### src/rtl/scan_polar_to_cartesian_assert.svh
// ----------------------------------------------------------------------------
// scan_polar_to_cartesian assertion macros
// Concurrent check wrappers, empty when SYNTHESIS is defined.
// ----------------------------------------------------------------------------
`ifndef SCAN_POLAR_TO_CARTESIAN_ASSERT_SVH
`define SCAN_POLAR_TO_CARTESIAN_ASSERT_SVH

`ifndef SYNTHESIS
// same-cycle implication
`define SPC_ASSERT(name, clk, rstn, ante, cons) \
	name: assert property (@(posedge clk) disable iff (!rstn) (ante) |-> (cons)) \
		else $error("spc: implication check failed");
// next-cycle implication
`define SPC_ASSERT_NEXT(name, clk, rstn, ante, cons) \
	name: assert property (@(posedge clk) disable iff (!rstn) (ante) |=> (cons)) \
		else $error("spc: next-cycle check failed");
`else
`define SPC_ASSERT(name, clk, rstn, ante, cons)
`define SPC_ASSERT_NEXT(name, clk, rstn, ante, cons)
`endif

`endif

### src/rtl/spc_pkg.sv
// ----------------------------------------------------------------------------
// spc_pkg
// Shared types and constants of the scan polar to Cartesian converter.
// ----------------------------------------------------------------------------
package spc_pkg;

	localparam int RANGE_W   = 20;
	localparam int ANGLE_W   = 32;
	localparam int COORD_W   = 21;
	localparam int BEAM_W    = 12;
	localparam int CFG_IDX_W = 8;
	localparam int CFG_DAT_W = 32;

	localparam int FRAC_BITS = 16;
	localparam int XY_W      = 40;
	localparam int Z_W       = 33;
	localparam int Q_W       = XY_W - FRAC_BITS + 1;
	localparam int ATAN_W    = 30;
	localparam int TBL_IDX_W = 5;

	localparam logic [31:0] GAIN_INV_Q32 = 32'd2608131496;
	localparam int COORD_MAX = 1048575;
	localparam int COORD_MIN = -1048576;

	localparam logic [CFG_IDX_W-1:0] CFG_MIN_RANGE   = 8'd0;
	localparam logic [CFG_IDX_W-1:0] CFG_MAX_RANGE   = 8'd1;
	localparam logic [CFG_IDX_W-1:0] CFG_START_ANGLE = 8'd2;
	localparam logic [CFG_IDX_W-1:0] CFG_ANGLE_STEP  = 8'd3;

	localparam logic [RANGE_W-1:0] MIN_RANGE_RST = 20'd0;
	localparam logic [RANGE_W-1:0] MAX_RANGE_RST = 20'd1048575;

	// atan(2^-i) in binary-angle units, rounded
	localparam logic [ATAN_W-1:0] ATAN_TABLE [32] = '{
		30'd536870912, 30'd316933406, 30'd167458907, 30'd85004756,
		30'd42667331,  30'd21354465,  30'd10679838,  30'd5340245,
		30'd2670163,   30'd1335087,   30'd667544,    30'd333772,
		30'd166886,    30'd83443,     30'd41722,     30'd20861,
		30'd10430,     30'd5215,      30'd2608,      30'd1304,
		30'd652,       30'd326,       30'd163,       30'd81,
		30'd41,        30'd20,        30'd10,        30'd5,
		30'd3,         30'd1,         30'd1,         30'd0
	};

	typedef enum logic [1:0] {
		ST_IDLE,
		ST_PREP,
		ST_ITER,
		ST_DONE
	} spc_state_t;

	typedef struct packed {
		logic                 prep;
		logic                 step;
		logic [TBL_IDX_W-1:0] iter;
	} cordic_ctl_t;

endpackage

### src/rtl/spc_cordic.sv
// ----------------------------------------------------------------------------
// spc_cordic
// Rotation-mode CORDIC datapath, one micro-rotation per step command,
// followed by quadrant fix-up and rounding to saturated coordinates.
// ----------------------------------------------------------------------------
module spc_cordic
	import spc_pkg::*;
(
	input  logic                      clk,
	input  cordic_ctl_t               ctl,
	input  logic [RANGE_W-1:0]        range_sample,
	input  logic [ANGLE_W-1:0]        angle,
	output logic signed [COORD_W-1:0] coord_x,
	output logic signed [COORD_W-1:0] coord_y
);

	localparam logic signed [Q_W-1:0] Q_MAX = Q_W'(COORD_MAX);
	localparam logic signed [Q_W-1:0] Q_MIN = Q_W'(COORD_MIN);
	localparam logic signed [XY_W:0]  HALF  = (XY_W+1)'(1 << (FRAC_BITS - 1));

	logic signed [XY_W-1:0] x_q;
	logic signed [XY_W-1:0] y_q;
	logic signed [Z_W-1:0]  z_q;
	logic [1:0]             quad_q;

	logic [RANGE_W+31:0]    gain_prod;
	logic signed [XY_W-1:0] dx;
	logic signed [XY_W-1:0] dy;
	logic [Z_W-1:0]         atan_ext;
	logic signed [XY_W-1:0] rot_x;
	logic signed [XY_W-1:0] rot_y;

	function automatic logic signed [COORD_W-1:0] round_sat(input logic signed [XY_W-1:0] v);
		logic signed [XY_W:0]  s;
		logic signed [Q_W-1:0] q;
		s = (XY_W+1)'(v) + HALF;
		q = s[XY_W:FRAC_BITS];
		if (q > Q_MAX)
			return COORD_W'(Q_MAX);
		else if (q < Q_MIN)
			return COORD_W'(Q_MIN);
		else
			return COORD_W'(q);
	endfunction

	assign gain_prod = (RANGE_W+32)'(range_sample) * (RANGE_W+32)'(GAIN_INV_Q32);
	assign dx        = y_q >>> ctl.iter;
	assign dy        = x_q >>> ctl.iter;
	assign atan_ext  = {{(Z_W-ATAN_W){1'b0}}, ATAN_TABLE[ctl.iter]};

	always_ff @(posedge clk) begin
		if (ctl.prep) begin
			x_q    <= XY_W'(gain_prod[RANGE_W+31:FRAC_BITS]);
			y_q    <= '0;
			z_q    <= Z_W'(angle[ANGLE_W-3:0]);
			quad_q <= angle[ANGLE_W-1:ANGLE_W-2];
		end else if (ctl.step) begin
			if (!z_q[Z_W-1]) begin
				x_q <= x_q - dx;
				y_q <= y_q + dy;
				z_q <= z_q - atan_ext;
			end else begin
				x_q <= x_q + dx;
				y_q <= y_q - dy;
				z_q <= z_q + atan_ext;
			end
		end
	end

	always_comb begin
		case (quad_q)
			2'd1: begin
				rot_x = -y_q;
				rot_y = x_q;
			end
			2'd2: begin
				rot_x = -x_q;
				rot_y = -y_q;
			end
			2'd3: begin
				rot_x = y_q;
				rot_y = -x_q;
			end
			default: begin
				rot_x = x_q;
				rot_y = y_q;
			end
		endcase
	end

	assign coord_x = round_sat(rot_x);
	assign coord_y = round_sat(rot_y);

endmodule

### config.mk
export PLATFORM = sky130hd
export DESIGN_NAME = spc_cordic
export DESIGN_NICKNAME = d
export VERILOG_FILES = /design/src/rtl/scan_polar_to_cartesian_assert.svh /design/src/rtl/spc_pkg.sv /design/src/rtl/spc_cordic.sv
export SDC_FILE = /design/constraint.sdc
export NUM_CORES = 2
export LEC_CHECK = 0
export BUFFER_PORTS_ARGS = -buffer_cell sky130_fd_sc_hd__buf_4
export CAP_MARGIN = 40
export CORE_MARGIN = 3
export CORE_UTILIZATION = 60
export CTS_CLUSTER_DIAMETER = 100
export DETAILED_ROUTE_END_ITERATION = 10
export MAX_ROUTING_LAYER = met4
export PLACE_DENSITY = 0.81
export SLEW_MARGIN = 20
export SYNTH_ARGS = -nofsm -noshare
export SYNTH_HDL_FRONTEND = slang
export SYNTH_SLANG_ARGS = --single-unit
### constraint.sdc
create_clock -name clk -period 7.3 [get_ports clk]
set_clock_uncertainty 0.15 [all_clocks]
set_input_delay 0.73 -clock clk [delete_from_list [all_inputs] [get_ports clk]]
set_output_delay 0.73 -clock clk [all_outputs]
set_load 0.02 [all_outputs]
======== Word level (Yosys, flattened, before mapping) ========
Memory sizes are Yosys's and may differ from the RTL's.
Cells that the tools add are included.
W data, S select, Z words.
word-level totals
  bits in latches ......................... 0
  logic and storage cells ................. 45
  memories ................................ 1
  memory bits (read-only) ................. 960
  memory bits (writable) .................. 0
  output and inout port bits .............. 42
  register bits ........................... 115
memories
  name             words  bits a word  rd ports  clocked after memory_dff  write ports  line              RTL
  (no name shown)  32     30           1         0                         0            spc_cordic.sv:49  assign atan_ext = {{(Z_W-ATAN_W){1'b0}}, ATAN_TABLE[ctl.iter]};
operators by class
  multiply operators ...................... 1
  divide/modulo/power cells ............... 0
  equal/unequal tests ..................... 3
  shifts and indexed selects .............. 2
  bitwise logic cells ..................... 1
  add/subtract/negate cells ............... 10
  muxes and demuxes ....................... 15
  order comparisons ....................... 5
  reduce and logical (&&, ||, !) cells .... 1
operators with widths
  operator                  count
  $pmux W40 S3              2
  $mux W30                  4
  $mux W21                  4
  $add A40 B17 Y41 const B  2
  $add A40 B40 Y40          2
  $mux W40                  2
  $neg A40 Y40              2
  $sshr A40 B5 Y40          2
  $sub A40 B40 Y40          2
  $mux W36                  2
  $gt A25 B21 Y1 const B    2
  $lt A25 B21 Y1 const B    2
  $mul A20 B29 Y49 const B  1
  $add A33 B30 Y33          1
  $mux W33                  1
  $sub A33 B30 Y33          1
  $ge A6 B6 Y1 const B      1
  $not A5 Y6                1
  $eq A2 B2 Y1 const B      2
  $eq A2 B1 Y1 const B      1
  $reduce_bool A2 Y1        1

======== Longest topological paths before layout ========
  word-level depth ........................ 8
  mapped depth ............................ 31

======== Worst setup path before layout ========
No wires, ideal clock.
  path kind ............................... input-to-reg
  start point ............................. in range_sample[2]
  end point ............................... reg x_q[29], data pin
  path buffers ............................ 0
  setup time .............................. 0.256 ns
  data required time ...................... 6.894 ns
  stages on the path ...................... 26
  path slack .............................. -0.459 ns
  arrival time ............................ 7.353 ns
  path through ............................ ha_1 > inv_1 > fa_1 > inv_1 > fa_1 > fa_1 > inv_1 > fa_1 > inv_1 > fa_1 > inv_1 > fa_1 > inv_1 > ha_1 > a211oi_1 > nand2_1 > o311a_1 > a21oi_1 > o32ai_1 > a21o_1 > a21oi_1 > a211oi_1 > o21ai_0 > a21oi_1 > or4_1 > a31o_2
on the way
  cells in the longest elaborated chain, start to end .. 2
RTL lines
  what                  line              RTL
  from (decl)           spc_cordic.sv:11  input logic [RANGE_W-1:0] range_sample,
  $mul A20 B29 Y49      spc_cordic.sv:46  assign gain_prod = (RANGE_W+32)'(range_sample) * (RANGE_W+32)'(GAIN_INV_Q32);
  $mux W36              spc_cordic.sv:52  if (ctl.prep) begin
  to (signal assigned)  spc_cordic.sv:53  x_q <= XY_W'(gain_prod[RANGE_W+31:FRAC_BITS]);
  to (signal assigned)  spc_cordic.sv:59  x_q <= x_q - dx;
  to (signal assigned)  spc_cordic.sv:63  x_q <= x_q + dx;
  to (decl)             spc_cordic.sv:21  logic signed [XY_W-1:0] x_q;
Every way passes these cells.
A chain may end at the register's enable or synchronous reset.

======== Worst setup path after layout ========
Same ends and word-level chain as after synthesis.

==> out/metrics.cfg <==
[run_status]
status=finished clean

[yosys]
syn_area_mm2=0.0321
synth_cell_types=97
syn_avg_cell_area_um2=8.60
synth_edf_count=68
syn_inst=3732
ys_seq_elements=115
synthArstFlopShare_pct=0
yosys_warnings=0
syn_nets=4363
ys.flop_type=edfxtp_1
yosysSeqAreaShare_pct=9.29

[global_route]
antenna_found_initial=0
grt_start_max_net_pins=70
gr-total-overflow=0
grt_pass1_vias=29800
grt_use_total_pct=39.2
grt_first_pass_wirelength_um=168000

[final_layout]
n_antenna_cell=0
mostFrequentLayoutCell=buf_4
fin_nets=4619
postLayoutCoreUtil_pct=68.8
area_growth_pct=13.1
most-common-layout-cells=buf_4 (450), inv_1 (368), ha_1 (337)
fin_area_mm2=0.0363
multi_input_area_mm2=0.0269
drive_gt1_share_pct=18.5
stdcell_count=4689
final-seq-area_mm2=0.00298
fillers=4254

[clock_tree]
root_buffer=clkbuf_16
insertion_delay_ns=0.49
cts_tree=built
cts_max_level=4
cts_made_buffers=17
clockBufferDepth=2
cts.clk_slew.worst_paths_ns=0.06
clock_sinks=115

[floorplan]
fp-row-count=84
die_w_um=237
dieArea_mm2=0.0563
fp.dieH_um=237
start_util_pct=60.8
ioPinCount=102
core_mm2=0.0528

[timing]
finalSetupViolCount=0
relSlewSlack_pct=38.6
fin_crit_sh_pct=97.7
finalHoldViolCount=0
slew_violations=0
min_period_ns=7.13
worst_pin_slew_ns=0.920
fmax_mhz=140

[setup_path]
worstRegToRegCells=24
critPathKind=input port to flop
cp-end-kind=flop
crit_path_start_kind=input port
ff2ff_setup_slack_ns=0.66
worst-endpoint-arrival_ns=7.23
endpoint=x_q[29]
crit_fanout=6
crit_required_ns=7.40
r2r-end=x_q[39]
crit_start=range_sample[2]
reg2reg_from=y_q[29]

[place]
dpl.hpwl_um=87000
place.gp.congestion=1.09
place_inst=4651
dpl-instance-area_mm2=0.0356
portBuffers=101

[route]
vias=30800
ant_nets=0
vias_per_cell=6.57
avgRoutedWirePerCell_um=23.1
wl_um=108000
drc_errors=0
first_pass_iters=6
drt_iter0_drc=3545

[run]
cap_violations=0

[min_path]
hold_path_class=input port to flop

[cell usage after synthesis, types with 19 or more instances]
library cell,instances,area share [%]
a211oi_1,40,0.94
a21o_1,57,1.3
a21oi_1,232,3.6
a221oi_1,20,0.55
a31oi_1,57,1.1
and2_1,28,0.55
and3_1,43,0.84
buf_1,33,0.39
buf_2,41,0.64
clkbuf_1,142,1.7
dfxtp_1,47,2.9
edfxtp_1,68,6.4
fa_1,231,14
ha_1,340,13
inv_1,375,4.4
mux2_2,51,1.8
mux2i_1,115,3.6
mux4_2,125,8.8
nand2_1,227,2.7
nand2b_1,50,0.97
nand3_1,53,0.83
nand4_1,27,0.53
nor2_1,261,3.1
nor2b_1,35,0.68
nor3_1,54,0.84
nor4_1,26,0.51
o211ai_1,19,0.44
o21a_1,34,0.80
o21ai_0,184,2.9
o21ai_1,34,0.53
o22ai_1,23,0.45
o31ai_1,35,0.82
or3_1,19,0.37
xnor2_1,191,5.2
xor2_1,138,3.8
[stage by stage]
stage	hold slack (ns)	setup TNS (ns)	worst slack, ns
2_1_floorplan	0.306	0	0.00363
3_3_place_gp	0.320	-1.51	-0.314
3_5_place_dp	0.324	-3.56	-0.466
4_1_cts	0.237	0	0.0643
5_1_grt	0.253	-0.0422	-0.0422
6_report	0.265	0	0.167
[critical path: stages]
cell and delay (ns):
buf_4 0.13, buf_4 0.17, ha_1 0.23, fa_1 0.51, inv_1 0.06, fa_1 0.49, fa_1 0.51, inv_1 0.04
ha_1 0.31, fa_1 0.55, inv_1 0.06, fa_1 0.51, inv_1 0.05, ha_1 0.23, a211oi_4 0.26, nand2_1 0.09
o311a_4 0.39, a21oi_4 0.18, o32ai_2 0.11, a21o_1 0.22, a21oi_4 0.23, a211oi_2 0.14, o21ai_2 0.22, a21oi_2 0.08
or4_1 0.47, a31o_2 0.24
[cell type report]
class	count	area share (%)
Clock inverter	13	0.341
Tap cell	688	2.37
Clock buffer	19	1.19
Inverter	378	3.91
Sequential cell	115	8.22
Timing Repair Buffer	464	9.95
Multi-Input combinational cell	3012	74.0
[worst min path at each step]
stage,start,endpoint,cells after the start,slack (ns)
floorplan,z_q[31],z_q[31],1,0.31
global placement,z_q[31],z_q[31],1,0.32
detailed placement,z_q[31],z_q[31],1,0.32
CTS,angle[31],quad_q[1],1,0.24
global route,angle[31],quad_q[1],1,0.25
finish,angle[31],quad_q[1],1,0.26
[layer usage]
layer / GRT usage [%] / routed length [µm]
met5: - / 0
met4: 17.8 / 6010
met3: 8.52 / 10400
met2: 60.1 / 48300
met1: 49.9 / 43400
[registers in the layout (all words and copies together) (netlist names)]
name    count
z_q        33
y_q        40
quad_q      2
x_q        40
[what timing repair did]
item / in CTS / in global routing
gates resized for setup: 0 / 10
hold buffers: 0 / 0
setup endpoints to repair: 0 / 21
buffers inserted: 0 / 3
[cells by family after synthesis]
kind of cell | count (synthesis) | synth area share (%)
simple gates | 899 | 13.7
fa+ha+maj | 571 | 27.7
compound gates | 922 | 18.8
mux | 291 | 14.1
buf+inv | 605 | 7.40
flops | 115 | 9.29
xor+xnor | 329 | 8.98
Power is left out: the tool's default activity adds up to more than one toggle a clock period on the data nets, which glitch-free logic cannot reach.
